===== src/rtl/tcc_pkg.sv =====
// shared types and constants for the text console cursor unit
// no dependencies
`default_nettype none

package tcc_pkg;

  localparam logic [7:0] CH_BS    = 8'd8;
  localparam logic [7:0] CH_TAB   = 8'd9;
  localparam logic [7:0] CH_NL    = 8'd10;
  localparam logic [7:0] CH_CR    = 8'd13;
  localparam logic [7:0] CH_SPACE = 8'd32;

  localparam logic KIND_DRAW   = 1'b0;
  localparam logic KIND_SCROLL = 1'b1;

  localparam int unsigned CFG_IDX_W = 3;

  localparam logic [CFG_IDX_W-1:0] REG_COLUMNS     = 3'd0;
  localparam logic [CFG_IDX_W-1:0] REG_ROWS        = 3'd1;
  localparam logic [CFG_IDX_W-1:0] REG_CELL_WIDTH  = 3'd2;
  localparam logic [CFG_IDX_W-1:0] REG_CELL_HEIGHT = 3'd3;
  localparam logic [CFG_IDX_W-1:0] REG_TAB_WIDTH   = 3'd4;
  localparam logic [CFG_IDX_W-1:0] REG_FG_COLOUR   = 3'd5;
  localparam logic [CFG_IDX_W-1:0] REG_BG_COLOUR   = 3'd6;

  typedef struct packed {
    logic [8:0]  columns;
    logic [8:0]  rows;
    logic [5:0]  cell_width;
    logic [5:0]  cell_height;
    logic [6:0]  tab_width;
    logic [31:0] fg_colour;
    logic [31:0] bg_colour;
  } cfg_t;

  // one classified character: an optional draw followed by an optional scroll
  typedef struct packed {
    logic       has_draw;
    logic       has_scroll;
    logic [7:0] glyph;
    logic [7:0] col;
    logic [7:0] row;
  } cmd_t;

endpackage

`default_nettype wire


===== src/rtl/tcc_front.sv =====
// front end: cursor state and classification of each character
// depends on tcc_pkg
`default_nettype none

module tcc_front (
  input  wire logic          clk,
  input  wire logic          rst_n,
  input  wire tcc_pkg::cfg_t cfg,
  input  wire logic          accept,
  input  wire logic [7:0]    char_code,
  output logic               cmd_valid,
  output tcc_pkg::cmd_t      cmd
);

  logic [7:0] col_r, col_nxt;
  logic [7:0] row_r, row_nxt;

  logic [8:0] ncol;
  logic [8:0] nrow;
  logic [6:0] tw;
  logic [8:0] tab_col;
  logic [8:0] inc_col;
  logic [8:0] inc_row;
  logic       nl_scroll;
  logic [7:0] nl_row;

  always_comb begin
    if (cfg.columns == 9'd0) ncol = 9'd1;
    else if (cfg.columns > 9'd256) ncol = 9'd256;
    else ncol = cfg.columns;
    if (cfg.rows == 9'd0) nrow = 9'd1;
    else if (cfg.rows > 9'd256) nrow = 9'd256;
    else nrow = cfg.rows;
    if (cfg.tab_width == 7'd0) tw = 7'd1;
    else if (cfg.tab_width > 7'd64) tw = 7'd64;
    else tw = cfg.tab_width;
  end

  assign tab_col = ({1'b0, col_r} + {2'b00, tw}) & ~({2'b00, tw} - 9'd1);
  assign inc_col = {1'b0, col_r} + 9'd1;
  assign inc_row = {1'b0, row_r} + 9'd1;

  // new line target
  always_comb begin
    nl_scroll = (inc_row >= nrow);
    if (nl_scroll) nl_row = 8'(nrow - 9'd1);
    else nl_row = inc_row[7:0];
  end

  always_comb begin
    col_nxt        = col_r;
    row_nxt        = row_r;
    cmd.has_draw   = 1'b0;
    cmd.has_scroll = 1'b0;
    cmd.glyph      = char_code;
    cmd.col        = col_r;
    cmd.row        = row_r;
    unique case (char_code)
      tcc_pkg::CH_NL: begin
        col_nxt        = 8'd0;
        row_nxt        = nl_row;
        cmd.has_scroll = nl_scroll;
      end
      tcc_pkg::CH_CR: begin
        col_nxt = 8'd0;
      end
      tcc_pkg::CH_BS: begin
        cmd.has_draw = 1'b1;
        cmd.glyph    = tcc_pkg::CH_SPACE;
        if (col_r != 8'd0) col_nxt = col_r - 8'd1;
      end
      tcc_pkg::CH_TAB: begin
        if (tab_col >= ncol) begin
          col_nxt        = 8'd0;
          row_nxt        = nl_row;
          cmd.has_scroll = nl_scroll;
        end else begin
          col_nxt = tab_col[7:0];
        end
      end
      default: begin
        cmd.has_draw = 1'b1;
        if (inc_col >= ncol) begin
          col_nxt        = 8'd0;
          row_nxt        = nl_row;
          cmd.has_scroll = nl_scroll;
        end else begin
          col_nxt = inc_col[7:0];
        end
      end
    endcase
  end

  assign cmd_valid = accept && (cmd.has_draw || cmd.has_scroll);

  always_ff @(posedge clk) begin
    if (!rst_n) begin
      col_r <= 8'd0;
      row_r <= 8'd0;
    end else if (accept) begin
      col_r <= col_nxt;
      row_r <= row_nxt;
    end
  end

endmodule

`default_nettype wire


===== src/rtl/tcc_fifo.sv =====
// short command queue between front end and back end
// depends on tcc_pkg
`default_nettype none

module tcc_fifo #(
  parameter int unsigned DEPTH = 4
) (
  input  wire logic          clk,
  input  wire logic          rst_n,
  input  wire logic          wr_en,
  input  wire tcc_pkg::cmd_t wr_data,
  input  wire logic          rd_en,
  output tcc_pkg::cmd_t      rd_data,
  output logic               q_empty,
  output logic               q_full
);

  localparam int unsigned PTR_W = (DEPTH > 1) ? $clog2(DEPTH) : 1;
  localparam int unsigned CNT_W = $clog2(DEPTH + 1);

  tcc_pkg::cmd_t    mem_r [DEPTH];
  logic [PTR_W-1:0] wr_ptr_r, wr_ptr_nxt;
  logic [PTR_W-1:0] rd_ptr_r, rd_ptr_nxt;
  logic [CNT_W-1:0] count_r, count_nxt;

  assign q_empty = (count_r == '0);
  assign q_full  = (count_r == CNT_W'(DEPTH));
  assign rd_data = mem_r[rd_ptr_r];

  always_comb begin
    wr_ptr_nxt = wr_ptr_r;
    rd_ptr_nxt = rd_ptr_r;
    count_nxt  = count_r;
    if (wr_en) begin
      if (wr_ptr_r == PTR_W'(DEPTH - 1)) wr_ptr_nxt = '0;
      else wr_ptr_nxt = wr_ptr_r + PTR_W'(1);
    end
    if (rd_en) begin
      if (rd_ptr_r == PTR_W'(DEPTH - 1)) rd_ptr_nxt = '0;
      else rd_ptr_nxt = rd_ptr_r + PTR_W'(1);
    end
    if (wr_en && !rd_en) count_nxt = count_r + CNT_W'(1);
    else if (!wr_en && rd_en) count_nxt = count_r - CNT_W'(1);
  end

  always_ff @(posedge clk) begin
    if (!rst_n) begin
      wr_ptr_r <= '0;
      rd_ptr_r <= '0;
      count_r  <= '0;
    end else begin
      wr_ptr_r <= wr_ptr_nxt;
      rd_ptr_r <= rd_ptr_nxt;
      count_r  <= count_nxt;
    end
  end

  always_ff @(posedge clk) begin
    if (wr_en) mem_r[wr_ptr_r] <= wr_data;
  end

endmodule

`default_nettype wire


===== src/rtl/tcc_back.sv =====
// back end: turns queued commands into draw and scroll results
// depends on tcc_pkg; holds the result register
`default_nettype none

module tcc_back (
  input  wire logic          clk,
  input  wire logic          rst_n,
  input  wire tcc_pkg::cfg_t cfg,
  input  wire logic          q_empty,
  input  wire tcc_pkg::cmd_t q_head,
  output logic               q_pop,
  input  wire logic          pop,
  output logic               empty,
  output logic               out_kind,
  output logic [7:0]         out_glyph,
  output logic [12:0]        out_pixel_x,
  output logic [12:0]        out_pixel_y,
  output logic [31:0]        out_draw_fg,
  output logic [31:0]        out_draw_bg,
  output logic               out_last
);

  logic        valid_r;
  logic        phase_r, phase_nxt;
  logic        kind_r;
  logic [7:0]  glyph_r;
  logic [12:0] px_r;
  logic [12:0] py_r;
  logic [31:0] fg_r;
  logic [31:0] bg_r;
  logic        last_r;

  logic        slot_free;
  logic        issue;
  logic        do_draw;
  logic [5:0]  cw;
  logic [5:0]  ch;
  logic [13:0] px_full;
  logic [13:0] py_full;

  always_comb begin
    if (cfg.cell_width == 6'd0) cw = 6'd1;
    else if (cfg.cell_width > 6'd32) cw = 6'd32;
    else cw = cfg.cell_width;
    if (cfg.cell_height == 6'd0) ch = 6'd1;
    else if (cfg.cell_height > 6'd32) ch = 6'd32;
    else ch = cfg.cell_height;
  end

  assign px_full = {6'd0, q_head.col} * {8'd0, cw};
  assign py_full = {6'd0, q_head.row} * {8'd0, ch};

  assign slot_free = !valid_r || pop;
  assign issue     = slot_free && !q_empty;
  assign do_draw   = q_head.has_draw && !phase_r;

  // draw first, then the scroll of the same character
  always_comb begin
    q_pop     = 1'b0;
    phase_nxt = phase_r;
    if (issue) begin
      if (do_draw && q_head.has_scroll) begin
        phase_nxt = 1'b1;
      end else begin
        q_pop     = 1'b1;
        phase_nxt = 1'b0;
      end
    end
  end

  always_ff @(posedge clk) begin
    if (!rst_n) begin
      valid_r <= 1'b0;
      phase_r <= 1'b0;
    end else begin
      phase_r <= phase_nxt;
      if (issue) valid_r <= 1'b1;
      else if (pop) valid_r <= 1'b0;
    end
  end

  always_ff @(posedge clk) begin
    if (issue) begin
      if (do_draw) begin
        kind_r  <= tcc_pkg::KIND_DRAW;
        glyph_r <= q_head.glyph;
        px_r    <= px_full[12:0];
        py_r    <= py_full[12:0];
        fg_r    <= cfg.fg_colour;
        bg_r    <= cfg.bg_colour;
        last_r  <= !q_head.has_scroll;
      end else begin
        kind_r  <= tcc_pkg::KIND_SCROLL;
        glyph_r <= 8'd0;
        px_r    <= 13'd0;
        py_r    <= 13'd0;
        fg_r    <= 32'd0;
        bg_r    <= 32'd0;
        last_r  <= 1'b1;
      end
    end
  end

  assign empty       = !valid_r;
  assign out_kind    = kind_r;
  assign out_glyph   = glyph_r;
  assign out_pixel_x = px_r;
  assign out_pixel_y = py_r;
  assign out_draw_fg = fg_r;
  assign out_draw_bg = bg_r;
  assign out_last    = last_r;

endmodule

`default_nettype wire


===== src/rtl/text_console_cursor_unit.sv =====
// a character is written into the command queue, then issued to the result register
// throughput: one character per cycle while the queue is not full; a character that
//   draws and scrolls gives two results, issued one per cycle while pop takes them
// reset (rst_n low, synchronous): cursor to 0,0, queue and result register empty,
//   configuration registers to their default values
`default_nettype none

module text_console_cursor_unit #(
  parameter int unsigned QUEUE_DEPTH = 4
) (
  input  wire logic                            clk,
  input  wire logic                            rst_n,
  input  wire logic                            push,
  output logic                                 full,
  input  wire logic [7:0]                      in_char_code,
  output logic                                 empty,
  input  wire logic                            pop,
  output logic                                 out_kind,
  output logic [7:0]                           out_glyph,
  output logic [12:0]                          out_pixel_x,
  output logic [12:0]                          out_pixel_y,
  output logic [31:0]                          out_draw_fg,
  output logic [31:0]                          out_draw_bg,
  output logic                                 out_last,
  input  wire logic                            cfg_valid,
  output logic                                 cfg_ready,
  input  wire logic [tcc_pkg::CFG_IDX_W-1:0]   cfg_index,
  input  wire logic [31:0]                     cfg_data
);

  tcc_pkg::cfg_t cfg_r;
  tcc_pkg::cmd_t front_cmd;
  tcc_pkg::cmd_t q_head;
  logic          front_valid;
  logic          q_empty;
  logic          q_full;
  logic          q_pop;
  logic          accept;

  assign cfg_ready = 1'b1;
  assign full      = q_full;
  assign accept    = push && !q_full;

  always_ff @(posedge clk) begin
    if (!rst_n) begin
      cfg_r.columns     <= 9'd80;
      cfg_r.rows        <= 9'd25;
      cfg_r.cell_width  <= 6'd8;
      cfg_r.cell_height <= 6'd16;
      cfg_r.tab_width   <= 7'd8;
      cfg_r.fg_colour   <= 32'h00FF_FFFF;
      cfg_r.bg_colour   <= 32'd0;
    end else if (cfg_valid && cfg_ready) begin
      unique case (cfg_index)
        tcc_pkg::REG_COLUMNS:     cfg_r.columns     <= cfg_data[8:0];
        tcc_pkg::REG_ROWS:        cfg_r.rows        <= cfg_data[8:0];
        tcc_pkg::REG_CELL_WIDTH:  cfg_r.cell_width  <= cfg_data[5:0];
        tcc_pkg::REG_CELL_HEIGHT: cfg_r.cell_height <= cfg_data[5:0];
        tcc_pkg::REG_TAB_WIDTH:   cfg_r.tab_width   <= cfg_data[6:0];
        tcc_pkg::REG_FG_COLOUR:   cfg_r.fg_colour   <= cfg_data;
        tcc_pkg::REG_BG_COLOUR:   cfg_r.bg_colour   <= cfg_data;
        default: ;
      endcase
    end
  end

  tcc_front u_front (
    .clk       (clk),
    .rst_n     (rst_n),
    .cfg       (cfg_r),
    .accept    (accept),
    .char_code (in_char_code),
    .cmd_valid (front_valid),
    .cmd       (front_cmd)
  );

  tcc_fifo #(
    .DEPTH (QUEUE_DEPTH)
  ) u_fifo (
    .clk     (clk),
    .rst_n   (rst_n),
    .wr_en   (front_valid),
    .wr_data (front_cmd),
    .rd_en   (q_pop),
    .rd_data (q_head),
    .q_empty (q_empty),
    .q_full  (q_full)
  );

  tcc_back u_back (
    .clk         (clk),
    .rst_n       (rst_n),
    .cfg         (cfg_r),
    .q_empty     (q_empty),
    .q_head      (q_head),
    .q_pop       (q_pop),
    .pop         (pop),
    .empty       (empty),
    .out_kind    (out_kind),
    .out_glyph   (out_glyph),
    .out_pixel_x (out_pixel_x),
    .out_pixel_y (out_pixel_y),
    .out_draw_fg (out_draw_fg),
    .out_draw_bg (out_draw_bg),
    .out_last    (out_last)
  );

endmodule

`default_nettype wire


===== config.mk =====
export PLATFORM = sky130hd
export DESIGN_NAME = text_console_cursor_unit
export DESIGN_NICKNAME = d
export VERILOG_FILES = /design/src/rtl/tcc_pkg.sv /design/src/rtl/tcc_front.sv /design/src/rtl/tcc_fifo.sv /design/src/rtl/tcc_back.sv /design/src/rtl/text_console_cursor_unit.sv
export SDC_FILE = /design/constraint.sdc
export NUM_CORES = 1
export LEC_CHECK = 0
export ABC_AREA = 1
export BUFFER_PORTS_ARGS = -buffer_cell sky130_fd_sc_hd__buf_2
export CAP_MARGIN = 20
export CELL_PAD_IN_SITES_DETAIL_PLACEMENT = 0
export CELL_PAD_IN_SITES_GLOBAL_PLACEMENT = 2
export CORE_MARGIN = 2
export CORE_UTILIZATION = 34
export DETAILED_ROUTE_END_ITERATION = 8
export GPL_ROUTABILITY_DRIVEN = 0
export PLACE_DENSITY_LB_ADDON = 0.1
export SLEW_MARGIN = 25
export SYNTH_ARGS = -nofsm -noshare
export SYNTH_HDL_FRONTEND = slang
export SYNTH_SLANG_ARGS = --single-unit

===== constraint.sdc =====
create_clock -name clk -period 8.5 [get_ports clk]
set_clock_uncertainty 0.1 [all_clocks]
set_input_delay 1.7 -clock clk [delete_from_list [all_inputs] [get_ports clk]]
set_output_delay 1.7 -clock clk [all_outputs]
set_load 0.02 [all_outputs]

==> out/results.txt, run 1 <==
For hold timing, the worst endpoint is cfg_r[28]. Slowest library cell on the worst path: fa_1. Adding up every negative setup slack in the final design gives 0 ns.

The total count of max-transition violations in the final report is 0. Number of enable flip-flop cells after synthesis: 204. In this run the tightest slew margin relative to its limit is 37.7%. After synthesis, the mean cell area works out to 9.19 um^2. The run gives 2636 as the number of instances in the placed design. The critical path is of the flip-flop to flip-flop type. The logs give 0 for the count of hold buffers inserted by post-cts repair and 0 for the final setup violation count.

For the top achievable clock speed, the log shows 187 MHz. The kind of cell with the highest combined delay along the critical path is adder cells. Global routing finished with a remaining overflow of 0.

CTS built an H-tree with a depth of 2. The run gives 12756 as the number of global-route vias before repair. Clock latency on the worst-skew pair, taken at its later pin, is 0.57 ns. At the end of the flow, the number of nets in the layout was 2191.

The detail-routed via count per cell is 4.62, and the pin count of the biggest net entering global routing is 71. STA classifies the critical path startpoint as a flip-flop. The detailed-routing iteration count for the pre-antenna-repair pass is 5, and the fraction of layout cells with a size suffix above 1 is 13.9%. The flip-flop and latch count after synthesis was 332; the worst slack at placement was 3.09 ns.

The longest individual stage delay on the worst path is 0.56 ns. Power spread over the standard cell area amounts to 308 mW/mm^2. For this run, asynchronously set or reset flops after synthesis account for 0%.

Setup slack on the critical path of the routed design comes to 3.16 ns. The total of warnings raised by yosys is 0, and the overall die area is 0.0524 mm^2. The run gives 0.0199 mm^2 as the summed area of non-filler cells in the final layout. The required time of the worst setup path came out at 8.71 ns. In the synthesized netlist the dominant register cell turns out to be edfxtp_1. The count of buffers inserted at the top-level ports was 149.

The kind of path behind the tightest hold check is flip-flop to flip-flop. The initial antenna violation count is 1. The total clock buffers created by CTS is 40. Max-cap violations in this run came to 0. The floorplan step defined a core boundary enclosing 0.0501 mm^2. The tools report the initial core utilization as 34.4%. The worst setup path is captured at a flip-flop. The floorplan step set the die width to 229 um. The final design utilization is 39.7%. In this run the register-to-register setup slack is 3.16 ns. The tools report the start point of the worst min-delay path as cfg_r[28]. Signed area change from the synthesized netlist to the final layout: 15.5%. The register area share after synthesis was 50.5%. For the cell leakage power, the log shows 0.00873 uW.

Counting along the longest clock path gives a buffer depth of 3. The most common cell type on the critical path is nand2_1. The detailed-placement wirelength estimate is 31500 um, and the post-cts repair resize count is 0. Die boundary height: 229 um.

TritonCTS built the clock tree. The logs give 2057 for the post-synth net total and 332 for the number of clock sinks. The worst path in the final design needs a cycle of 5.34 ns, including I/O delays and setup.

Setup repair after global routing left no endpoint under its margin. The final wirelength came out at 44600 um. The initialized floorplan defines 82 standard-cell rows. The final critical path takes up 62.9% of the cycle.

Count of unique library cells instantiated by Yosys: 58. The logs give 17.2% for the global-route usage over all layers and 0 for the number of antenna-violating nets in the routed design. The cell sitting at the root of the clock tree is a clkbuf_16. The logs give 0.0172 mm^2 for the post-synthesis cell area and 0 for the final number of hold-violating endpoints. The setup fix buffers added after clock tree synthesis came out at 0.

The count of cells along the worst register-to-register path was 22. The pin slew with the least headroom to its limit came out at 0.932 ns. In the routed design, unresolved DRC markers number 0. The run finished with clean final reports. The largest driver fanout on the critical path works out to 52.

The worst register-to-register path ends at u_back.out_pixel_x[11]. The first global-routing pass estimated 71400 um of wire. The number of buffers and inverters on the critical path is 5. For the count of mapped cells out of synthesis, the log shows 1872. The iteration-0 DRC count of the detailed router is 604, and the mean routed wirelength per cell is 16.5 um.

The signal on the critical path passes through buf_4, inv_4, nor2_1, o22ai_1, nand2_1, fa_1, inv_1, ha_1, inv_1, fa_1, inv_1, fa_1, nand3_1, nand3_1, nand2_1, nand2_1, a21oi_1, nor2_1, o21ai_0, nand3_1, nand2_1, nor2_1. The worst hold path passes through 2 cells. The tools report the peak ir drop on the vdd network as 0.000362 V. The instance area after placement was 0.0186 mm^2; the data arrival time of the critical path was 5.56 ns. The count of pins on the block boundary came out at 151. The routed layout has 12523 vias.

The non-filler instance count after layout is 2710, and the clock input transition at the sequential cells of the worst setup and hold paths is 0.06 ns.
state kept, by name, summed over array words and instances (netlist names), named ones only:
signal / flops
u_back.out_glyph: 8
u_back.out_draw_fg: 32
u_back.out_last: 1
u_front.row_r: 8
u_back.out_draw_bg: 32
u_back.out_pixel_x: 13
u_fifo.count_r: 3
u_back.out_pixel_y: 13
u_fifo.rd_ptr_r: 2
u_back.valid_r: 1
u_back.phase_r: 1
u_fifo.wr_ptr_r: 2
u_back.out_kind: 1
u_front.col_r: 8
u_fifo.mem_r: 104
cfg_r: 101
layout make-up:
| cell class | count | area, um^2 |
|---|---|---|
| flip-flops and latches | 332 | 8690 |
| fillers | 5180 | 30200 |
| well taps | 672 | 841 |
| clock inverters | 20 | 195 |
| diodes | 1 | 2.50 |
| repair buffers | 157 | 808 |
| multi-input cells | 1185 | 7150 |
| clock buffers | 53 | 1100 |
| inverters | 290 | 1100 |
per-layer routing:
layer	track usage [%]	up-vias	wire, um
met3	2.54	58	1630
met4	5.13	0	1040
met5	0	-	0
li1	-	6407	-
met1	23.3	5868	21000
met2	28.7	190	20900
placed cells by master, fill, tap and decap left out, types with 4 or more instances in the layout:
cell	count
edfxtp_1	204
nand3_1	58
clkbuf_1	9
buf_2	148
a31oi_1	8
nand2_2	10
o211ai_1	29
o21ai_1	9
o21ai_0	143
fa_1	50
nor2_2	8
clkinv_4	4
inv_2	12
buf_4	9
clkbuf_16	41
ha_1	87
nand4_1	12
a21oi_1	131
nand3_2	4
dfxtp_1	128
nor3_1	11
clkinv_1	9
nand2_1	306
o22ai_1	9
nor2_1	237
inv_1	269
a21oi_2	4
xnor2_1	8
nor2_4	9
clkinv_2	6
xor2_1	16
worst max path at each step:
stage,startpoint,endpoint,slack (ns),cells past startpoint
after global routing,flip-flop,u_back.out_pixel_x[11],2.58,20
final,flip-flop,u_back.out_pixel_x[11],3.16,22
after CTS,flip-flop,u_back.out_pixel_x[11],3.09,22
after detailed placement,flip-flop,u_back.out_pixel_x[11],3.09,22
after floorplan,pop,u_fifo.count_r[1],0.05,8
after global placement,flip-flop,u_back.out_pixel_x[11],3.15,22
logic make-up after synthesis:
kind of cell	Yosys count	synth area share [%]
compound gates	349	11.2
xor+xnor	24	1.22
fa+ha+maj	137	12.1
buf+inv	355	8.29
flops	332	50.5
other cells	1	0.0218
simple gates	674	16.7
stage by stage:
stage / total power [uW] / hold WS (ns)
after detailed placement: 4540 / 0.344
after CTS: 6250 / 0.355
after global placement: 4540 / 0.340
after global routing: 6570 / 0.369
after floorplan: 3860 / 0.330
final: 6130 / 0.352
worst min-delay path: stages, from the launching register on:
cell	delay, ns
dfxtp_1	0.29
inv_1	0.06
a21oi_1	0.05
cells in the mapped netlist (8+ instances only):
cell	count	area share (%)
inv_2	12	0.26
a21oi_1	131	3.8
nor2_1	242	5.3
nand2_1	306	6.7
a31oi_1	9	0.33
o21ai_0	143	4.2
inv_1	269	5.9
o21ai_1	9	0.26
nand3_1	58	1.7
buf_2	22	0.64
ha_1	87	6.3
o211ai_1	29	1.3
edfxtp_1	204	36
nand2_2	10	0.36
dfxtp_1	128	15
fa_1	50	5.8
clkbuf_1	34	0.74
o22ai_1	9	0.33
xnor2_1	8	0.41
nand4_1	12	0.44
xor2_1	16	0.81
nor2_2	8	0.29
nor3_1	11	0.32
report_power, final:
part	total, uW	internal (uW)	switching [uW]
sequential	2340	2190	144
combinational	2110	599	1510
clock	1680	980	698
total	6130	3770	2350
Note: power is estimated with default switching activity, not from simulation.
==> run 2: changes to the inputs <==
CORE_UTILIZATION = 38   (was 34)
clock period = 5.52 ns   (was 8.5 ns; I/O delays follow)
==> run 2 against run 1 <==
- clock power rose by 48%
- largest cell class unchanged
- critical endpoint is now u_back.out_pixel_y[11]
- design area shrank 0.19%
- cell count fell by 2.4%
- flip-flop and latch count unchanged
- first-iteration DRC count up 27%
- utilization up 4.9 points
- sequential share of layout area up 0.083 points
- global-route usage rose by 1.2 points
- worst hold slack got worse by 0.0022 ns
==> out/results.txt, run 2 (synthesis results as in run 1) <==
The flow ran to the end, and the final reports show no timing, DRC or antenna violations. The critical path is of the flip-flop to flip-flop type. The setup check on the worst reg-to-reg path leaves a slack of 0.58 ns. The maximum buffer depth of the clock tree was 3; the placement row count was 77.

Total clock buffers created by CTS: 38. The post-cts repair resize count came out at 0. Clock tree synthesis selected as its root buffer the cell clkbuf_16.

More flip-flops sit in one register than any other, and that register is u_fifo.mem_r. For the logic gate share of total power, the log shows 35.4%. The largest individual stage delay along the critical path comes from the cell fa_1. The min-delay analysis places its worst path in the category flip-flop to flip-flop. Wires add up to 42800 um. Summing all placed instances gives a cell area of 0.0186 mm^2. The largest driver fanout on the critical path came out at 18.

Longest individual stage delay on the worst path: 0.53 ns. In this design, the critical path's most frequently occurring cell is nand2_1. The tools report the critical path endpoint category as a flip-flop. Clock-pin slew was measured on the worst setup and hold paths at 0.06 ns. For the summed negative setup slack over all endpoints, the log shows 0 ns. The smallest clock period supported by the final layout is computed as 4.94 ns. The number of cells traversed by the worst hold path came out at 2. In this run the remaining antenna-violating nets after routing total 0. The die boundary height was 217 um.

Switching part of the total: 38.0%. The number of setup buffers added after CTS is 0. For this design the static power due to leakage is 0.00880 uW.

Dividing total power by cell area gives a power density of 473 mW/mm^2. CTS saw 332 sinks. The top cell types in the final layout, fill and taps aside, are nand2_1 (306), inv_1 (269), nor2_1 (237). Dividing the detail-routed via count by the number of cells gives 4.75.

Total count of max-transition violations in the final report: 0. The initial antenna violation count is 1, and the number of antenna repair diodes is 0. Across the VDD grid, the largest voltage drop is 0.000351 V. For the CTS H-tree depth, the log shows 2. The category of the worst setup path launch point was a flip-flop. The internal power of the cells was 5820 uW; the pin slew with the least headroom to its limit was 0.828 ns.

The run gives 5.13 ns as the data arrival time of the critical path. Hold repair after CTS inserted 0 buffers. The logs give 151 for the count of pins on the block boundary and 103 for the pin count of the biggest net entering global routing.

Once the floorplan was initialized, standard cells occupied 38.7% of the core. Relative to the synthesized area, the layout overhead comes to 15.3%. In the final layout, the registers with the most flip-flops are u_fifo.mem_r x104, cfg_r x101. The first global-routing pass estimated 68000 um of wire.

The power spent charging and discharging nets came out at 3570 uW. The number of flip-flops under the largest register name came out at 104. Required time of the worst setup path: 5.71 ns. The endpoint of the most critical register-to-register path is u_back.out_pixel_y[11]. The via total after detailed routing is 12571, and the final setup violation count is 0.

Registers are responsible for 38.2% of the overall power. For this block, the initial DRC count from the detailed router was 765. Dividing the detail-routed wire length by the instance count gives 16.2 um. The count of buffers inserted at the top-level ports works out to 149.

Of the cells placed in the final design, the portion with a size suffix greater than 1 is 14.6%. The tools report the number of maximum-capacitance constraint violations as 0. The critical path goes through inv_2, o21ai_0, o22ai_1, nand2_1, fa_1, inv_1, fa_1, fa_1, ha_1, a21oi_1, nand2_1, nand2_1, nand2_1, a21oi_1, nor2_1, o21ai_0, nand3_1, nand2_1, nor2_1. Setup repair after global routing left no endpoint under its margin.

For this run the aggregate overflow at the end of global routing stands at 0. With fillers left out, the area of the finished cells amounts to 0.0198 mm^2. The global-route usage over all layers was 18.4%.

The overall die area is 0.0470 mm^2, and the top achievable clock speed is 202 MHz. Detailed-routing iteration count for the pre-antenna-repair pass: 5. After legalization and detailed placement, the total HPWL measured 30600 um.

TritonCTS built the clock tree. The clock group share of total power was 26.5%. The capture point of the critical path was u_back.out_pixel_y[11]. The chip width works out to 217 um. The library cell used most frequently in the layout, excluding fill and tap cells, is nand2_1. The tools report the residual DRC count as 0. The run gives 12475 as the number of global-route vias before repair.

The later pin in the worst-skew pair is clocked with a latency of 0.55 ns. For this run, the post-layout net count is 2207. The worst pin sits at a relative slew slack of 44.8%. The final design utilization came out at 44.6%.

In the finished design, the share of the clock period the worst path needs comes to 89.5%. Counting cells, the worst reg-to-reg path comes to 19. The core box area came out at 0.0445 mm^2.

The tools report the final number of hold-violating endpoints as 0.
-- run 2: area by class of cell --
class,count,area (um^2)
Clock buffer,54,1070
Fill cell,4488,24700
Tap cell,592,741
Inverter,290,1100
Multi-Input combinational cell,1185,7130
Sequential cell,332,8690
Timing Repair Buffer,175,956
Clock inverter,16,161
-- run 2: layer usage --
layer	vias to the layer above	global-route usage [%]	share of wire (%)
met5	-	0	0
met4	0	5.39	2.3
met2	173	30.7	47
met3	51	2.53	3.0
met1	5905	25.1	47
li1	6442	-	-
-- run 2: power groups by stage --
stage	logic [uW]	clock network, uW	registers, uW
2_1_floorplan	1780	0	4110
6_report	3320	2490	3580
4_1_cts	3380	2570	3600
3_3_place_gp	3380	0	3640
3_5_place_dp	3360	0	3640
5_1_grt	3740	2650	3640
-- run 2: worst max-delay path, delay by kind of cell (launching register included) --
| kind | cells | cell delay, ns |
|---|---|---|
| AO/OA/AOI/OAI | 5 | 1.14 |
| AND/OR/NAND/NOR | 8 | 0.65 |
| buffers and inverters | 2 | 0.43 |
| flip-flops | 1 | 0.48 |
| adder cells (fa/ha/maj) | 4 | 1.88 |
-- run 2: through the flow --
stage,total power [uW],hold slack [ns],cells,worst slack (ns)
final,9390,0.350,2644,0.579
after global routing,10000,0.370,2644,0.0770
after CTS,9540,0.353,2644,0.515
after detailed placement,7000,0.344,2574,0.545
after global placement,7010,0.341,2574,0.569
after floorplan,5890,0.330,1872,1.06
-- run 2: how the worst min path moves through the flow --
stage / end / slack (ns) / from
after CTS: cfg_r[22] / 0.35 / cfg_r[22]
after global routing: cfg_r[61] / 0.37 / cfg_r[61]
final: cfg_r[22] / 0.35 / cfg_r[22]
after global placement: cfg_r[24] / 0.34 / cfg_r[24]
after floorplan: cfg_r[10] / 0.33 / cfg_r[10]
after detailed placement: cfg_r[22] / 0.34 / cfg_r[22]
==> run 3: changes to the inputs <==
CORE_ASPECT_RATIO = 1.4   (was not set)
==> run 3 against run 2 <==
- routed wire length grew 1.2%
- register-to-register slack gained 0.10 ns
- via count grew 0.75%
- non-clock buffer count grew 3
- largest power group unchanged
==> out/results.txt, run 3 (synthesis results as in run 1) <==
Initial antenna violation count: 2. The final number of hold-violating endpoints was 0. Register bank with the most flops: u_fifo.mem_r. In this run the remaining antenna-violating nets after routing total 0. The first-pass GRT wire length was 69100 um; the power density relative to cell area was 466 mW/mm^2.

The analysis attributes to net switching a power of 3520 uW. Summed over all layers, the global routing overflow is 0. The critical path class was flip-flop to flip-flop.

The clock network is responsible for 25.2% of the overall power. The run gives 0 as the number of maximum-capacitance constraint violations. For the CTS H-tree depth, the log shows 2. The tools report the category of the worst setup path launch point as a flip-flop. Summing internal, switching and leakage power gives 9220 uW. The initial utilization of the core area, before any placement, comes to 38.3%.

The initialized floorplan defines 92 standard-cell rows. Kind of path behind the tightest hold check: flip-flop to flip-flop. The peak ir drop on the vdd network was 0.000313 V; the required time of the worst setup path was 5.70 ns.

The number of gates resized after CTS was 0. After routing, the total negative slack on setup checks comes to 0 ns. TritonCTS built the clock tree. Clock-pin slew was measured on the worst setup and hold paths at 0.06 ns. Detailed placement finished with a half-perimeter wire length of 31600 um. For the pin with the worst max-slew slack, the measured transition is 0.788 ns. The tools report the cell chosen for the clock root as clkbuf_16. Pin placement for this block handled 151 I/O pins. Setup slack on the worst reg-to-reg path comes out at 0.68 ns. Counting the buffers created by CTS gives 36. The die is 184 um wide.

The time the worst path needs with I/O delays and setup came out at 4.84 ns. The pin count of the biggest net entering global routing came out at 73. In this run the tool buffered the top-level ports with 149 buffer cells.

In this run the worst path has a maximum fanout of 12. In this run the vertical extent of the chip is 256 um. In the finished design, the share of the clock period the worst path needs comes to 87.7%. The tools report the detailed-routing iteration count for the pre-antenna-repair pass as 5. The run gives 3 as the maximum buffer depth of the clock tree. Summed over all cells, the static leakage comes to 0.00877 uW. Counting tap cells, the placed design contains a total of 2549 instances. At the worst endpoint, the arrival time is 5.03 ns. In the final routed layout, each cell accounts on average for 16.5 um.

The internal power of the cells is 5700 uW. For this run, design rule violations remaining after detail routing come to 0. Of the total power, the share spent switching nets is 38.2%.

After floorplanning, the core was sized to cover 0.0449 mm^2. The flow ran to the end, and the final reports show no timing, DRC or antenna violations. Setup repair after global routing left no endpoint under its margin.

For this design, the CTS-stage hold fixing added 0 buffers. Cells with a size suffix above 1 make up 14.5% of the layout. The top achievable clock speed came out at 207 MHz. In the layout the commonest cells are nand2_1 (306), inv_1 (269), nor2_1 (237). Post-CTS timing repair inserted 0 buffers for setup. After the last flow step, the layout net total stands at 2208. The die covers 0.0470 mm^2. The critical path endpoint category is a flip-flop.

The number of clock sinks was 332; the detail-routed via count per cell was 4.84. From synthesis to final layout, the design area changed by 14.8%. Clock latency on the worst-skew pair, taken at its later pin, is 0.53 ns. The run gives 0 as the total count of max-transition violations in the final report. The routed layout has 12665 vias. Setup violations remaining at the end of the flow were counted as 0. The finished layout holds 2616 standard cells, fillers aside. In the final layout, the registers with the most flip-flops are u_fifo.mem_r x104, cfg_r x101.

In this run, the combinational gates consume 36.1% of the power. Measured against its own limit, the worst slew margin works out to 46.9%. For the global-route usage over all layers, the log shows 18.7%. Sequential cell area: 0.00869 mm^2. Per report_power, the sequential group accounts for 38.7% of the total. The run gives 12758 as the number of global-route vias before repair. The area taken by multi-input logic gates was 0.00713 mm^2; the number of flip-flops under the largest register name was 104. Hold timing on the final database bottoms out at a slack of 0.353 ns.

The most common library cell in the layout ignoring fill and taps was nand2_1. For this block, the initial DRC count from the detailed router was 418. Fill cells in the final layout number 4449. After detailed routing, the total wire length is 43300 um.
run 3: cell types whose count changed in the layout (fill, tap and decap cells not counted), sizes merged:
cell | before | now
buf | 175 | 178
clkbuf | 54 | 51
inv | 288 | 285
clkinv | 15 | 17
diode | 0 | 2
bufinv | 2 | 1
run 3: final cells by class:
| cell class | instances | share of cell area, % |
|---|---|---|
| antenna | 2 | 0.0253 |
| multi-input combinational | 1185 | 36.1 |
| tap | 564 | 3.57 |
| clock inverter | 14 | 0.589 |
| timing repair buffer | 178 | 5.05 |
| sequential | 332 | 44.0 |
| inverter | 290 | 5.57 |
| clock buffer | 51 | 5.15 |
run 3: stage by stage:
stage,util (%),worst slack [ns],cell area [um^2]
floorplan,-,1.06,17200
global placement,41.4,0.739,18600
detailed placement,41.5,0.667,18600
CTS,44.0,0.633,19800
global route,44.0,0.271,19800
finish,44.0,0.678,19800
run 3: power groups by stage:
stage | Sequential (uW) | Combinational (uW) | Clock (uW)
2_1_floorplan | 4110 | 1780 | 0
3_3_place_gp | 3630 | 3400 | 0
3_5_place_dp | 3620 | 3410 | 0
4_1_cts | 3580 | 3430 | 2400
5_1_grt | 3630 | 3760 | 2480
6_report | 3570 | 3330 | 2320
run 3: path summary, 6_finish.rpt:
path | start | end | cells after the start
worst max register to register | flip-flop | u_back.out_pixel_y[11] | 20
worst max-delay path | flip-flop | u_back.out_pixel_y[11] | 20
worst min-delay path | cfg_r[60] | cfg_r[60] | 2
worst min register to register | cfg_r[60] | cfg_r[60] | 2
run 3: metal layers:
layer,vias to the layer above,global-route usage [%],part of all wire (%)
met3,67,2.77,3.5
met1,5956,21.9,41
met2,192,34.6,52
li1,6450,-,-
met4,0,6.24,3.0
met5,-,0,0
run 3: worst max-delay path, stage by stage (launching register included):
cell and delay, ns:
dfxtp_1 0.37, inv_2 0.22, buf_4 0.24, o21ai_0 0.11
o22ai_1 0.41, nand2_1 0.15, fa_1 0.55, inv_1 0.05
fa_1 0.47, fa_1 0.51, ha_1 0.37, a21oi_1 0.14
nand2_1 0.09, nand2_1 0.06, nand2_1 0.05, a21oi_1 0.20
nor2_1 0.06, o21ai_0 0.22, nand3_1 0.10, nand2_1 0.07
nor2_1 0.04
